### src/sv/gbsc_pkg.sv
// Shared widths, register codes and control structs for the gyro bias calibrator.
package gbsc_pkg;

   localparam int DATA_WIDTH      = 16;
   localparam int LIMIT_WIDTH     = 15;
   localparam int SUM_WIDTH       = 24;
   localparam int MAG_WIDTH       = 23;
   localparam int RECIP_WIDTH     = MAG_WIDTH + 1;
   localparam int COUNT_WIDTH     = 7;
   localparam int MODE_WIDTH      = 2;
   localparam int CSR_INDEX_WIDTH = 2;
   localparam int CSR_DATA_WIDTH  = 16;
   localparam int LANES           = 3;

   localparam int DEFAULT_SAMPLE_COUNT = 100;

   localparam logic [LIMIT_WIDTH-1:0] GYRO_LIMIT_RESET  = LIMIT_WIDTH'(500);
   localparam logic [LIMIT_WIDTH-1:0] ACCEL_LIMIT_RESET = LIMIT_WIDTH'(10);
   localparam logic [LIMIT_WIDTH-1:0] MAG_LIMIT_RESET   = LIMIT_WIDTH'(5);

   localparam logic [CSR_INDEX_WIDTH-1:0] CSR_GYRO_LIMIT  = 2'd0;
   localparam logic [CSR_INDEX_WIDTH-1:0] CSR_ACCEL_LIMIT = 2'd1;
   localparam logic [CSR_INDEX_WIDTH-1:0] CSR_MAG_LIMIT   = 2'd2;

   localparam logic [MODE_WIDTH-1:0] MODE_IDLE   = 2'd0;
   localparam logic [MODE_WIDTH-1:0] MODE_COUNT  = 2'd1;
   localparam logic [MODE_WIDTH-1:0] MODE_FINISH = 2'd2;

   typedef struct packed {
      logic [LIMIT_WIDTH-1:0] gyro;
      logic [LIMIT_WIDTH-1:0] accel;
      logic [LIMIT_WIDTH-1:0] mag;
   } limits_type;

   // per-word commands from the merge/mode controller to the axis lanes
   typedef struct packed {
      logic take;
      logic idle;
      logic clear;
      logic accum;
   } lane_ctrl_type;

   // stage enables for the per-lane bias divider pipe
   typedef struct packed {
      logic load1;
      logic load2;
      logic commit;
   } div_en_type;

endpackage

### src/sv/gbsc_lane.sv
// One axis lane: reference latches, stillness compares and gyro accumulator.
module gbsc_lane (
   input  logic                                  clock,
   input  logic                                  reset,
   input  gbsc_pkg::lane_ctrl_type               ctrl,
   input  gbsc_pkg::limits_type                  limits,
   input  logic signed [gbsc_pkg::DATA_WIDTH-1:0] accel,
   input  logic signed [gbsc_pkg::DATA_WIDTH-1:0] gyro,
   input  logic signed [gbsc_pkg::DATA_WIDTH-1:0] mag,
   output logic                                  still,
   output logic [gbsc_pkg::SUM_WIDTH-1:0]        sum
);
   import gbsc_pkg::*;

   logic [DATA_WIDTH-1:0] ref_accel_ff, ref_accel_in;
   logic [DATA_WIDTH-1:0] ref_mag_ff, ref_mag_in;
   logic [SUM_WIDTH-1:0]  sum_ff, sum_in;

   logic [DATA_WIDTH:0] gyro_ext, gyro_abs;
   logic [DATA_WIDTH:0] accel_diff, accel_abs;
   logic [DATA_WIDTH:0] mag_diff, mag_abs;
   logic [DATA_WIDTH-1:0] accel_ref_use, mag_ref_use;

   always_comb begin
      // in idle the reference is the current word itself
      accel_ref_use = ctrl.idle ? accel : ref_accel_ff;
      mag_ref_use   = ctrl.idle ? mag : ref_mag_ff;

      gyro_ext   = {gyro[DATA_WIDTH-1], gyro};
      gyro_abs   = gyro_ext[DATA_WIDTH] ? ((DATA_WIDTH+1)'(0) - gyro_ext) : gyro_ext;
      accel_diff = {accel[DATA_WIDTH-1], accel}
                 - {accel_ref_use[DATA_WIDTH-1], accel_ref_use};
      accel_abs  = accel_diff[DATA_WIDTH] ? ((DATA_WIDTH+1)'(0) - accel_diff) : accel_diff;
      mag_diff   = {mag[DATA_WIDTH-1], mag} - {mag_ref_use[DATA_WIDTH-1], mag_ref_use};
      mag_abs    = mag_diff[DATA_WIDTH] ? ((DATA_WIDTH+1)'(0) - mag_diff) : mag_diff;

      still = (gyro_abs < (DATA_WIDTH+1)'(limits.gyro))
           && (accel_abs < (DATA_WIDTH+1)'(limits.accel))
           && (mag_abs < (DATA_WIDTH+1)'(limits.mag));

      ref_accel_in = ref_accel_ff;
      ref_mag_in   = ref_mag_ff;
      sum_in       = sum_ff;
      if (ctrl.idle) begin
         ref_accel_in = accel;
         ref_mag_in   = mag;
      end
      if (ctrl.clear) begin
         sum_in = '0;
      end else if (ctrl.accum) begin
         sum_in = sum_ff + {{(SUM_WIDTH-DATA_WIDTH){gyro[DATA_WIDTH-1]}}, gyro};
      end
   end

   always_ff @(posedge clock) begin
      if (reset) begin
         ref_accel_ff <= '0;
         ref_mag_ff   <= '0;
         sum_ff       <= '0;
      end else if (ctrl.take) begin
         ref_accel_ff <= ref_accel_in;
         ref_mag_ff   <= ref_mag_in;
         sum_ff       <= sum_in;
      end
   end

   assign sum = sum_ff;

endmodule

### src/sv/gbsc_ctrl.sv
// Merges lane stillness and runs the calibration mode machine and still counter.
module gbsc_ctrl #(
   parameter int SAMPLE_COUNT = gbsc_pkg::DEFAULT_SAMPLE_COUNT
) (
   input  logic                              clock,
   input  logic                              reset,
   input  logic                              take,
   input  logic [gbsc_pkg::LANES-1:0]        lane_still,
   output gbsc_pkg::lane_ctrl_type           lane_ctrl,
   output logic [gbsc_pkg::MODE_WIDTH-1:0]   mode_next,
   output logic                              finish
);
   import gbsc_pkg::*;

   typedef enum logic [MODE_WIDTH-1:0] {
      ST_IDLE   = MODE_IDLE,
      ST_COUNT  = MODE_COUNT,
      ST_FINISH = MODE_FINISH
   } state_type;

   state_type              state_ff, state_in;
   logic [COUNT_WIDTH-1:0] count_ff, count_in, count_inc;
   logic                   all_still;

   always_comb begin
      all_still = &lane_still;
      count_inc = count_ff + COUNT_WIDTH'(1);
      state_in  = state_ff;
      count_in  = count_ff;
      lane_ctrl.take  = take;
      lane_ctrl.idle  = (state_ff == ST_IDLE);
      lane_ctrl.clear = 1'b0;
      lane_ctrl.accum = 1'b0;
      finish          = 1'b0;
      unique case (state_ff)
         ST_IDLE: begin
            if (all_still) begin
               lane_ctrl.clear = 1'b1;
               count_in        = '0;
               state_in        = ST_COUNT;
            end
         end
         ST_COUNT: begin
            if (all_still) begin
               lane_ctrl.accum = 1'b1;
               count_in        = count_inc;
               if (count_inc == COUNT_WIDTH'(SAMPLE_COUNT)) begin
                  state_in = ST_FINISH;
               end
            end else begin
               count_in = '0;
               state_in = ST_IDLE;
            end
         end
         ST_FINISH: begin
            finish   = 1'b1;
            count_in = '0;
            state_in = ST_IDLE;
         end
         default: begin
            count_in = '0;
            state_in = ST_IDLE;
         end
      endcase
      mode_next = state_in;
   end

   always_ff @(posedge clock) begin
      if (reset) begin
         state_ff <= ST_IDLE;
         count_ff <= '0;
      end else if (take) begin
         state_ff <= state_in;
         count_ff <= count_in;
      end
   end

endmodule

### src/sv/gbsc_div.sv
// Per-lane bias divider: sum / SAMPLE_COUNT by reciprocal multiply, then the bias register.
module gbsc_div #(
   parameter int SAMPLE_COUNT = gbsc_pkg::DEFAULT_SAMPLE_COUNT
) (
   input  logic                                  clock,
   input  logic                                  reset,
   input  gbsc_pkg::div_en_type                  en,
   input  logic [gbsc_pkg::SUM_WIDTH-1:0]        sum,
   output logic signed [gbsc_pkg::DATA_WIDTH-1:0] bias
);
   import gbsc_pkg::*;

   // floor(m * RECIP >> SHIFT) == floor(m / N) for all m < 2**MAG_WIDTH
   localparam int SHIFT      = MAG_WIDTH + $clog2(SAMPLE_COUNT);
   localparam int PROD_WIDTH = MAG_WIDTH + RECIP_WIDTH;
   localparam logic [63:0] RECIP_FULL =
      ((64'd1 << SHIFT) + 64'(SAMPLE_COUNT) - 64'd1) / 64'(SAMPLE_COUNT);
   localparam logic [RECIP_WIDTH-1:0] RECIP = RECIP_FULL[RECIP_WIDTH-1:0];

   logic                   neg1_ff, neg2_ff;
   logic [MAG_WIDTH-1:0]   mag1_ff;
   logic [PROD_WIDTH-1:0]  prod_ff, prod_in;
   logic [SUM_WIDTH-1:0]   sum_abs;
   logic [DATA_WIDTH-1:0]  quot;
   logic [DATA_WIDTH-1:0]  bias_ff, bias_in;

   always_comb begin
      sum_abs = sum[SUM_WIDTH-1] ? (SUM_WIDTH'(0) - sum) : sum;
      prod_in = PROD_WIDTH'(mag1_ff) * PROD_WIDTH'(RECIP);
      quot    = prod_ff[SHIFT +: DATA_WIDTH];
      bias_in = neg2_ff ? (DATA_WIDTH'(0) - quot) : quot;
   end

   always_ff @(posedge clock) begin
      if (en.load1) begin
         neg1_ff <= sum[SUM_WIDTH-1];
         mag1_ff <= sum_abs[MAG_WIDTH-1:0];
      end
      if (en.load2) begin
         neg2_ff <= neg1_ff;
         prod_ff <= prod_in;
      end
   end

   always_ff @(posedge clock) begin
      if (reset) begin
         bias_ff <= '0;
      end else if (en.commit) begin
         bias_ff <= bias_in;
      end
   end

   assign bias = bias_ff;

endmodule

### src/sv/gyro_bias_static_calibrator.sv
// An accepted req word passes v1_ff, v2_ff and rsp_valid_ff to rsp_valid; one word per cycle while rsp_ready holds.
// The rate is set by the mode/still-count update and per-axis accumulators, updated once per accepted word.
// The bias divide (reciprocal multiply) runs in two pipelined stages behind the accept stage.
// A stalled rsp side backs up through the pipe; req_ready drops only when all stages are full.
// Synchronous active-high reset: mode idle, sums/refs/bias zero, limits 500/10/5.
module gyro_bias_static_calibrator #(
   parameter int SAMPLE_COUNT = gbsc_pkg::DEFAULT_SAMPLE_COUNT
) (
   input  logic                                      clock,
   input  logic                                      reset,
   input  logic                                      req_valid,
   output logic                                      req_ready,
   input  logic signed [gbsc_pkg::DATA_WIDTH-1:0]    req_accel_x,
   input  logic signed [gbsc_pkg::DATA_WIDTH-1:0]    req_accel_y,
   input  logic signed [gbsc_pkg::DATA_WIDTH-1:0]    req_accel_z,
   input  logic signed [gbsc_pkg::DATA_WIDTH-1:0]    req_gyro_x,
   input  logic signed [gbsc_pkg::DATA_WIDTH-1:0]    req_gyro_y,
   input  logic signed [gbsc_pkg::DATA_WIDTH-1:0]    req_gyro_z,
   input  logic signed [gbsc_pkg::DATA_WIDTH-1:0]    req_mag_x,
   input  logic signed [gbsc_pkg::DATA_WIDTH-1:0]    req_mag_y,
   input  logic signed [gbsc_pkg::DATA_WIDTH-1:0]    req_mag_z,
   output logic                                      rsp_valid,
   input  logic                                      rsp_ready,
   output logic signed [gbsc_pkg::DATA_WIDTH-1:0]    rsp_bias_x,
   output logic signed [gbsc_pkg::DATA_WIDTH-1:0]    rsp_bias_y,
   output logic signed [gbsc_pkg::DATA_WIDTH-1:0]    rsp_bias_z,
   output logic                                      rsp_bias_updated,
   output logic [gbsc_pkg::MODE_WIDTH-1:0]           rsp_mode,
   input  logic                                      csr_valid,
   output logic                                      csr_ready,
   input  logic [gbsc_pkg::CSR_INDEX_WIDTH-1:0]      csr_index,
   input  logic [gbsc_pkg::CSR_DATA_WIDTH-1:0]       csr_data
);
   import gbsc_pkg::*;

   limits_type limits_ff;

   logic                    v1_ff, v2_ff, rsp_valid_ff;
   logic                    upd1_ff, upd2_ff, rsp_upd_ff;
   logic [MODE_WIDTH-1:0]   mode1_ff, mode2_ff, rsp_mode_ff;
   logic                    ready1, ready2, ready3, take;

   logic signed [DATA_WIDTH-1:0] accel_arr [LANES];
   logic signed [DATA_WIDTH-1:0] gyro_arr  [LANES];
   logic signed [DATA_WIDTH-1:0] mag_arr   [LANES];
   logic signed [DATA_WIDTH-1:0] bias_arr  [LANES];
   logic [SUM_WIDTH-1:0]         sum_arr   [LANES];
   logic [LANES-1:0]             lane_still;

   lane_ctrl_type         lane_ctrl;
   div_en_type            div_en;
   logic [MODE_WIDTH-1:0] mode_next;
   logic                  finish;

   assign ready3    = !rsp_valid_ff || rsp_ready;
   assign ready2    = !v2_ff || ready3;
   assign ready1    = !v1_ff || ready2;
   assign req_ready = ready1;
   assign take      = req_valid && ready1;
   assign csr_ready = 1'b1;

   assign accel_arr[0] = req_accel_x;
   assign accel_arr[1] = req_accel_y;
   assign accel_arr[2] = req_accel_z;
   assign gyro_arr[0]  = req_gyro_x;
   assign gyro_arr[1]  = req_gyro_y;
   assign gyro_arr[2]  = req_gyro_z;
   assign mag_arr[0]   = req_mag_x;
   assign mag_arr[1]   = req_mag_y;
   assign mag_arr[2]   = req_mag_z;

   always_comb begin
      div_en.load1  = take;
      div_en.load2  = v1_ff && ready2;
      div_en.commit = v2_ff && ready3 && upd2_ff;
   end

   gbsc_ctrl #(
      .SAMPLE_COUNT(SAMPLE_COUNT)
   ) u_ctrl (
      .clock      (clock),
      .reset      (reset),
      .take       (take),
      .lane_still (lane_still),
      .lane_ctrl  (lane_ctrl),
      .mode_next  (mode_next),
      .finish     (finish)
   );

   for (genvar g = 0; g < LANES; g++) begin : g_lane
      gbsc_lane u_lane (
         .clock  (clock),
         .reset  (reset),
         .ctrl   (lane_ctrl),
         .limits (limits_ff),
         .accel  (accel_arr[g]),
         .gyro   (gyro_arr[g]),
         .mag    (mag_arr[g]),
         .still  (lane_still[g]),
         .sum    (sum_arr[g])
      );

      gbsc_div #(
         .SAMPLE_COUNT(SAMPLE_COUNT)
      ) u_div (
         .clock (clock),
         .reset (reset),
         .en    (div_en),
         .sum   (sum_arr[g]),
         .bias  (bias_arr[g])
      );
   end

   always_ff @(posedge clock) begin
      if (reset) begin
         limits_ff.gyro  <= GYRO_LIMIT_RESET;
         limits_ff.accel <= ACCEL_LIMIT_RESET;
         limits_ff.mag   <= MAG_LIMIT_RESET;
      end else if (csr_valid) begin
         unique case (csr_index)
            CSR_GYRO_LIMIT:  limits_ff.gyro  <= csr_data[LIMIT_WIDTH-1:0];
            CSR_ACCEL_LIMIT: limits_ff.accel <= csr_data[LIMIT_WIDTH-1:0];
            CSR_MAG_LIMIT:   limits_ff.mag   <= csr_data[LIMIT_WIDTH-1:0];
            default: ;
         endcase
      end
   end

   always_ff @(posedge clock) begin
      if (reset) begin
         v1_ff        <= 1'b0;
         v2_ff        <= 1'b0;
         rsp_valid_ff <= 1'b0;
      end else begin
         if (ready1) begin
            v1_ff <= req_valid;
         end
         if (ready2) begin
            v2_ff <= v1_ff;
         end
         if (ready3) begin
            rsp_valid_ff <= v2_ff;
         end
      end
   end

   always_ff @(posedge clock) begin
      if (take) begin
         upd1_ff  <= finish;
         mode1_ff <= mode_next;
      end
      if (v1_ff && ready2) begin
         upd2_ff  <= upd1_ff;
         mode2_ff <= mode1_ff;
      end
      if (v2_ff && ready3) begin
         rsp_upd_ff  <= upd2_ff;
         rsp_mode_ff <= mode2_ff;
      end
   end

   assign rsp_valid        = rsp_valid_ff;
   assign rsp_bias_x       = bias_arr[0];
   assign rsp_bias_y       = bias_arr[1];
   assign rsp_bias_z       = bias_arr[2];
   assign rsp_bias_updated = rsp_upd_ff;
   assign rsp_mode         = rsp_mode_ff;

endmodule
### config.mk
export PLATFORM = sky130hd
export DESIGN_NAME = gyro_bias_static_calibrator
export DESIGN_NICKNAME = d
export VERILOG_FILES = /design/src/sv/gbsc_pkg.sv /design/src/sv/gbsc_lane.sv /design/src/sv/gbsc_ctrl.sv /design/src/sv/gbsc_div.sv /design/src/sv/gyro_bias_static_calibrator.sv
export SDC_FILE = /design/constraint.sdc
export NUM_CORES = 2
export LEC_CHECK = 0
export ABC_CLOCK_PERIOD_IN_PS = 8300
export BUFFER_PORTS_ARGS = -buffer_cell sky130_fd_sc_hd__buf_2
export CAP_MARGIN = 5
export CORE_AREA = 2 2 393 297
export CTS_CLUSTER_SIZE = 28
export DETAILED_ROUTE_END_ITERATION = 7
export DIE_AREA = 0 0 395 299
export PLACE_DENSITY = 0.69
export SETUP_SLACK_MARGIN = 0.5
export SYNTH_ARGS = -nofsm -noshare
export SYNTH_HDL_FRONTEND = slang
export SYNTH_SLANG_ARGS = --single-unit
### constraint.sdc
create_clock -name clock -period 8.3 [get_ports clock]
set_input_delay 1.66 -clock clock [delete_from_list [all_inputs] [get_ports clock]]
set_output_delay 1.66 -clock clock [all_outputs]
set_load 0.03 [all_outputs]
# After elaboration in Yosys (flattened, before gate mapping)

Cells that the tools add are included.
Widths: inputs -> output; s select.

Word-level logic and storage cells: 144
Bits in registers: 495
Output and inout port bits: 54
Input port bits: 167

Reduce and logical (&&, ||, !) cells: 25
$lt $le $gt $ge: 9
Equal/unequal tests: 6
Add/subtract/negate cells: 25
Mux-type cells: 38
$mul: 3

Operator list:

| cell                   | count |
|---|---|
| $lt 17x15->1           | 9 |
| $mux 17                | 9 |
| $mux 16                | 9 |
| $mux 24                | 6 |
| $mul 23x24->46 const B | 3 |
| $sub 1x17->17 const A  | 6 |
| $sub 16x16->17         | 6 |
| $add 24x24->24         | 3 |
| $mux 23                | 3 |
| $sub 1x23->23 const A  | 3 |
| $sub 1x16->17 const A  | 3 |
| $sub 1x16->16 const A  | 3 |
| $mux 7                 | 2 |
| $pmux 7 s2             | 1 |
| $logic_and 1x1->1      | 10 |
| $reduce_and 2->1       | 5 |
| $add 7x1->7 const B    | 1 |
| $eq 7x7->1 const B     | 1 |
| $mux 2                 | 3 |
| $eq 2x1->1 const B     | 2 |
| $eq 2x2->1 const B     | 2 |
| $logic_not 2->1        | 2 |
| $mux 1                 | 4 |
| $pmux 2 s2             | 1 |
| 5 further kinds        | 9 |

# Depth between registers and ports, before layout

Depth in word-level cells: 13
Gate-level depth with buffers: 37
Gate-level depth less buffers: 30

# Modules after synthesis

A second synthesis with hierarchy kept.

Cells, all modules: 6324
Area total of the unflattened synthesis: 58977.8 um2

By module, submodules not included:

| module                        | area an instance (um2) | cells each | sequential area each (um2) | instances |
|---|---|---|---|---|
| gbsc_div at g_lane[2].u_div   | 11850.1                | 1151       | 1551.5                     | 1 |
| gbsc_div at g_lane[1].u_div   | 11786.3                | 1135       | 1551.5                     | 1 |
| gbsc_div at g_lane[0].u_div   | 11412.2                | 1074       | 1551.5                     | 1 |
| gbsc_lane at g_lane[1].u_lane | 7078.0                 | 908        | 1121.1                     | 1 |
| gbsc_lane at g_lane[2].u_lane | 7004.2                 | 889        | 1121.1                     | 1 |
| gbsc_lane at g_lane[0].u_lane | 6961.7                 | 890        | 1121.1                     | 1 |
| gyro_bias_static_calibrator   | 2277.2                 | 205        | 1231.2                     | 1 |
| gbsc_ctrl                     | 608.1                  | 72         | 180.2                      | 1 |

# Least setup slack after synthesis

Ideal clock, no wire load.

Path type: input port to flip-flop
Start point: in req_accel_z[0] (netlist bit)
End point: reg g_lane[1].u_lane.sum_ff[19]
Buffers on the path: 1
Library setup time: 0.115 ns
Setup slack: 0.327 ns
Arrival: 7.858 ns
Required time: 8.185 ns
Stages on the path: 30
Cells stage by stage: inv_1 > o21ai_0 > ha_1 > inv_1 > fa_1 > a211oi_1 > o21ai_0 > and2_1 > o31ai_1 > xnor2_1 > inv_1 > or4b_2 > nor2_1 > nor2_1 > xnor2_1 > ha_1 > or4_1 > a2111oi_0 > o2111ai_1 > a21oi_1 > nand2_1 > nor4_1 > o2111a_1 > nand4_1 > nor3_1 > o2111ai_4 > nor3_2 > buf_4 > mux2_2 > and2_1

Longest elaborated chain between the ends: 12
Elaborated cells on any way between the ends: 14
Those cells by class: 2 x add/sub; 1 x order compare; 6 x mux; 5 x reduce/logical

RTL lines:

| item                                  | RTL line                          | RTL |
|---|---|---|
| from (decl)                           | gyro_bias_static_calibrator.sv:15 | `input logic signed [gbsc_pkg::DATA_WIDTH-1:0] req_accel_z,` |
| $mux 16 (*)                           | --                                |  |
| via g_lane[2].u_lane.accel_ref_use[0] | gbsc_lane.sv:22                   | `logic [DATA_WIDTH-1:0] accel_ref_use, mag_ref_use;` |
| $sub 16x16->17 (*)                    | gbsc_lane.sv:32                   | `- {accel_ref_use[DATA_WIDTH-1], accel_ref_use};` |
| $sub 1x17->17                         | gbsc_lane.sv:33                   | `accel_abs = accel_diff[DATA_WIDTH] ? ((DATA_WIDTH+1)'(0) - accel_diff) : accel_diff;` |
| $mux 17 (*)                           | gbsc_lane.sv:33                   |  |
| $lt 17x15->1 (*)                      | gbsc_lane.sv:38                   | `&& (accel_abs < (DATA_WIDTH+1)'(limits.accel))` |
| $logic_and 1x1->1 (*)                 | gbsc_lane.sv:38                   |  |
| $logic_and 1x1->1 (*)                 | gbsc_lane.sv:39                   | `&& (mag_abs < (DATA_WIDTH+1)'(limits.mag));` |
| $reduce_and 3->1 (*)                  | gbsc_ctrl.sv:26                   | `all_still = &lane_still;` |
| $mux 1 (*)                            | gbsc_ctrl.sv:37, gbsc_ctrl.sv:44  |  |
| $mux 1                                | gbsc_ctrl.sv:35                   | `unique case (state_ff)` |
| $reduce_bool 2->1 (no line)           | --                                |  |
| $reduce_and 2->1 (no line)            | --                                |  |
| to (signal assigned)                  | gbsc_lane.sv:63                   | `sum_ff <= sum_in;` |
| to (decl)                             | gbsc_lane.sv:17                   | `logic [SUM_WIDTH-1:0] sum_ff, sum_in;` |

Mark *: on every way through the listed nets, which the timed path passes. The rest lies on a longest branch.
A chain may end at the register's enable or synchronous reset.

# Worst setup path after layout

Start point: in req_accel_z[0] (netlist bit)
End point: reg g_lane[2].u_lane.sum_ff[15]

Longest elaborated chain between the ends: 12
Elaborated cells on any way between the ends: 14
Those cells by class: 2 x add/sub; 1 x order compare; 6 x mux; 5 x reduce/logical

RTL lines:

| item                        | RTL line |
|---|---|
| $mux 16                     | -- |
| $sub 16x16->17 (*)          | gbsc_lane.sv:32 |
| $sub 1x17->17               | gbsc_lane.sv:33 |
| $mux 17 (*)                 | gbsc_lane.sv:33 |
| $lt 17x15->1 (*)            | gbsc_lane.sv:38 |
| $logic_and 1x1->1 (*)       | gbsc_lane.sv:38 |
| $logic_and 1x1->1 (*)       | gbsc_lane.sv:39 |
| $reduce_and 3->1 (*)        | gbsc_ctrl.sv:26 |
| $mux 1 (*)                  | gbsc_ctrl.sv:37, gbsc_ctrl.sv:44 |
| $mux 1                      | gbsc_ctrl.sv:35 |
| $reduce_bool 2->1 (no line) | -- |
| $reduce_and 2->1 (no line)  | -- |
| to (signal assigned)        | gbsc_lane.sv:63 |
| to (decl)                   | gbsc_lane.sv:17 |

Mark *: on every way between the ends. The rest lies on a longest branch, timed or not.

==> results.sh <==
export IMPL_rows=108
export IMPL_rr_worst_depth=24
export IMPL_critical_path_class="primary input to flop"
export IMPL_yosysTopAreaCell="ha_1"
export IMPL_vias_per_cell=5.502
export IMPL_switching_share_pct=44.71
export IMPL_synth_distinct_cells=91
export IMPL_power_density_nw_per_um2=228.6
export IMPL_port_buffers=218
export IMPL_drive_gt1_share_pct=8.611
export IMPL_seq_area_frac_synth_pct=16.60
export IMPL_die_area_sq_um=118100
export IMPL_area_growth_pct=9.995
export IMPL_p_leak_nw=30.66
export IMPL_maxSlewHeadroom_pct=23.34
export IMPL_numClockSinks=405
export IMPL_yosysWarnings=0
export IMPL_rsz0062_at_grt="yes"
export IMPL_clock_path_buffers=3
export IMPL_gp_congestion=1.004
export IMPL_p_total_mw=14.28
export IMPL_setup_violations_final=0
export IMPL_cpMaxStageDelayCell="or4_4"
export IMPL_ys_top_cells_by_area="ha_1, fa_1, dfxtp_1"
export IMPL_placed_cells=7814
export IMPL_initial_core_util_pct=49.50
export IMPL_layout_commonest_cell="ha_1"
export IMPL_syn_nets=7876
export IMPL_cts_root_buffer="clkbuf_16"
export IMPL_hold_viol_final=0
export IMPL_r2r_start="g_lane[0].u_div.mag1_ff[6]"
export IMPL_drt_iter0_drc=2974
export IMPL_yosys_area_top_type_share_pct=22.28
export IMPL_hp_start="upd1_ff"
export IMPL_async_flop_share_pct=0
export IMPL_clk_latency_ns=0.63
export IMPL_grt_first_pass_wirelength_microns=240200
export IMPL_p_seq_share_pct=17.8
export IMPL_fin_util_pct=54.44
export IMPL_synth_ff_type="dfxtp_1"
export IMPL_layout_setup_ws_ns=0.6732
export IMPL_endpoint="g_lane[2].u_lane.sum[15]"
export IMPL_syn_area_per_cell_sq_um=9.300
export IMPL_regToRegSetupSlack_ns=0.73
export IMPL_vias=43770
export IMPL_synth_edf_count=132
export IMPL_outcome="complete, no violations"
export IMPL_intPower_mw=7.896
export IMPL_io_pins=221
export IMPL_grt_pass1_vias=43560
export IMPL_vdd_drop_max_mv=0.2867
export IMPL_min_period_ns=7.627
export IMPL_avgRoutedWirePerCell_microns=18.89
export IMPL_cts_tree="built"
export IMPL_tightest_slew_ns=1.145
export IMPL_htree_levels=2
export IMPL_drv_cap=0
export IMPL_final_cell_mix="ha_1, inv_1, fa_1, nor2_1, nand2_1"
export IMPL_crit_arrival_ns=8.10
export IMPL_drt_pass1_iter_count=6
export IMPL_layout_nets=8118
export IMPL_antenna_found_initial=50
export IMPL_grt_ovfl_total=0
export IMPL_synth_area_sq_um=56790
export IMPL_die_width_microns=395
export IMPL_ant_nets=0
export IMPL_grt_max_degree=153
export IMPL_startpoint="req_accel_z[0]"
export IMPL_drc_errors=0
export IMPL_timing_final_crit_share_pct=91.89
export IMPL_critPathBufInv=8
export IMPL_final_area_sq_um=62460
export IMPL_place_hpwl_microns=125000
export IMPL_post_place_ws_ns=-0.4481
export IMPL_cp_common_cell="nor2_1"
export IMPL_cp_required_ns=8.77
export IMPL_path_max_fanout=12
export IMPL_hold_path_class="flop to flop"
export IMPL_fin_hold_ws_ns=0.4167
export IMPL_cts_clk_slew_worst_paths_ns=0.06
export IMPL_end_kind="flop"
export IMPL_r2r_end="g_lane[0].u_div.prod_ff[44]"
export IMPL_cp_num_cells=34
export IMPL_ys_ff_latch=405
export IMPL_cts_hold_buf=0
export IMPL_p_sw_mw=6.384
export IMPL_post_dp_cell_area_sq_um=60090
export IMPL_finalClockSkew_ns=0.04589
export IMPL_cts_buffers=48
export IMPL_finalNonFillerCells=7955
export IMPL_setup_tns_ns=0
export IMPL_wl_microns=150300
export IMPL_report_final_slew_viol_count=0
export IMPL_nFillCells=10320
export IMPL_critPathLaunchType="primary input"
export IMPL_p_clk_share_pct=16.5
export IMPL_clock_fmax_mhz=131.1
export IMPL_syn_inst=6106
export IMPL_core_area_sq_um=114700
export IMPL_slowest_delay_ns=0.55
export IMPL_fp_dieH_microns=299
export IMPL_p_comb_share_pct=65.6
export IMPL_crit_family="simple AND/OR/NAND/NOR gates"
export IMPL_grt_usage_pct=25.49
[layout make-up]
cell class              instances  area (sq um)  area share, %
inverters                    1000          3761          6.022
multi-input cells            4559         43400          69.48
diodes                         28         70.07         0.1122
repair buffers                334          2137          3.421
flip-flops and latches        405          9430          15.10
clock buffers                  65          1420          2.274
clock inverters                24         320.3         0.5128
well taps                    1540          1927          3.085
[synth_stat cells, types with 10 or more instances]
master and instances:
o21ai_0 169, nand2b_1 80, buf_1 13, inv_1 999, and2_1 24, nor4_1 13, xnor2_1 268, fa_1 592
nand3_1 56, o211ai_1 45, clkbuf_1 115, xor2_1 125, or2_2 28, a211o_1 15, or4_1 21, o31ai_1 58
o21bai_1 20, a31oi_1 41, nand4_1 26, a211oi_1 137, nor3_1 100, nand2_1 370, o41ai_1 24, ha_1 1011
nor2b_1 60, dfxtp_1 273, a21o_1 81, o2111ai_1 10, nor2_1 401, mux2i_1 137, o31a_1 10, and3_1 37
or3_1 41, a21boi_0 16, edfxtp_1 132, a2111oi_0 14, o21a_1 53, a21oi_1 305
[what timing repair did]
| item | CTS | global route |
|---|---|---|
| pin swaps | 5 | 30 |
| hold endpoints to repair | 0 | 0 |
| gates cloned | 1 | 0 |
| resized for setup | 11 | 73 |
| setup buffers | 9 | 14 |
| endpoints found under the setup margin | 89 | 97 |
[power by group through the flow]
stage / Sequential [mW] / Combinational (mW) / Clock (mW)
6_report: 2.55 / 9.37 / 2.36
5_1_grt: 2.57 / 10.8 / 2.48
4_1_cts: 2.54 / 9.27 / 2.41
3_5_place_dp: 2.59 / 9.10 / 0
3_3_place_gp: 2.58 / 8.85 / 0
2_1_floorplan: 2.56 / 6.65 / 0
[cell families after synthesis]
logic type      after synthesis  share of synthesized area (%)
fa+ha+maj                  1604                          43.16
simple gates               1315                          11.06
buf+inv                    1142                          7.666
compound gates             1101                          12.85
flops                       405                          16.60
xor+xnor                    393                          6.061
mux                         145                          2.593
other cells                   1                       0.006604
[flip-flops by register name, indices dropped and copies added (netlist names)]
signal	cells
u_ctrl.count_ff	7
g_lane.u_div.bias	48
u_ctrl.state_ff	2
g_lane.u_lane.ref_mag_ff	48
g_lane.u_lane.ref_accel_ff	48
rsp_valid	1
rsp_bias_updated	1
mode2_ff	2
g_lane.u_div.prod_ff	48
limits_ff	45
v2_ff	1
g_lane.u_lane.sum	72
g_lane.u_div.mag1_ff	69
mode1_ff	2
g_lane.u_div.neg2_ff	3
v1_ff	1
upd2_ff	1
rsp_mode	2
g_lane.u_div.neg1_ff	3
upd1_ff	1
[worst reg2reg max path: cells and delay by family, from the launching register on]
| kind | cells | cell delay [ns] |
|---|---|---|
| xor gates and xnor gates | 1 | 0.15 |
| AOI/OAI and AO/OA | 8 | 1.95 |
| adders and majority gates | 8 | 3.66 |
| buffers and inverters | 5 | 0.43 |
| DFF | 1 | 0.51 |
| and+or+nand+nor | 2 | 0.62 |
[worst min-delay path by stage]
stage	cells after the start	end
after floorplan	0	g_lane[0].u_div.neg2_ff
after CTS	0	upd2_ff
after detailed placement	0	upd2_ff
after global routing	0	upd2_ff
final	0	upd2_ff
after global placement	0	mode2_ff[0]
[layer usage]
layer | part of all wire (%) | global-route usage, %
met5 | 0.092 | 0
met4 | 2.1 | 4.689
met3 | 8.1 | 4.607
met2 | 43 | 38.88
met1 | 47 | 37.93
Power figures use the tool's default switching activity.
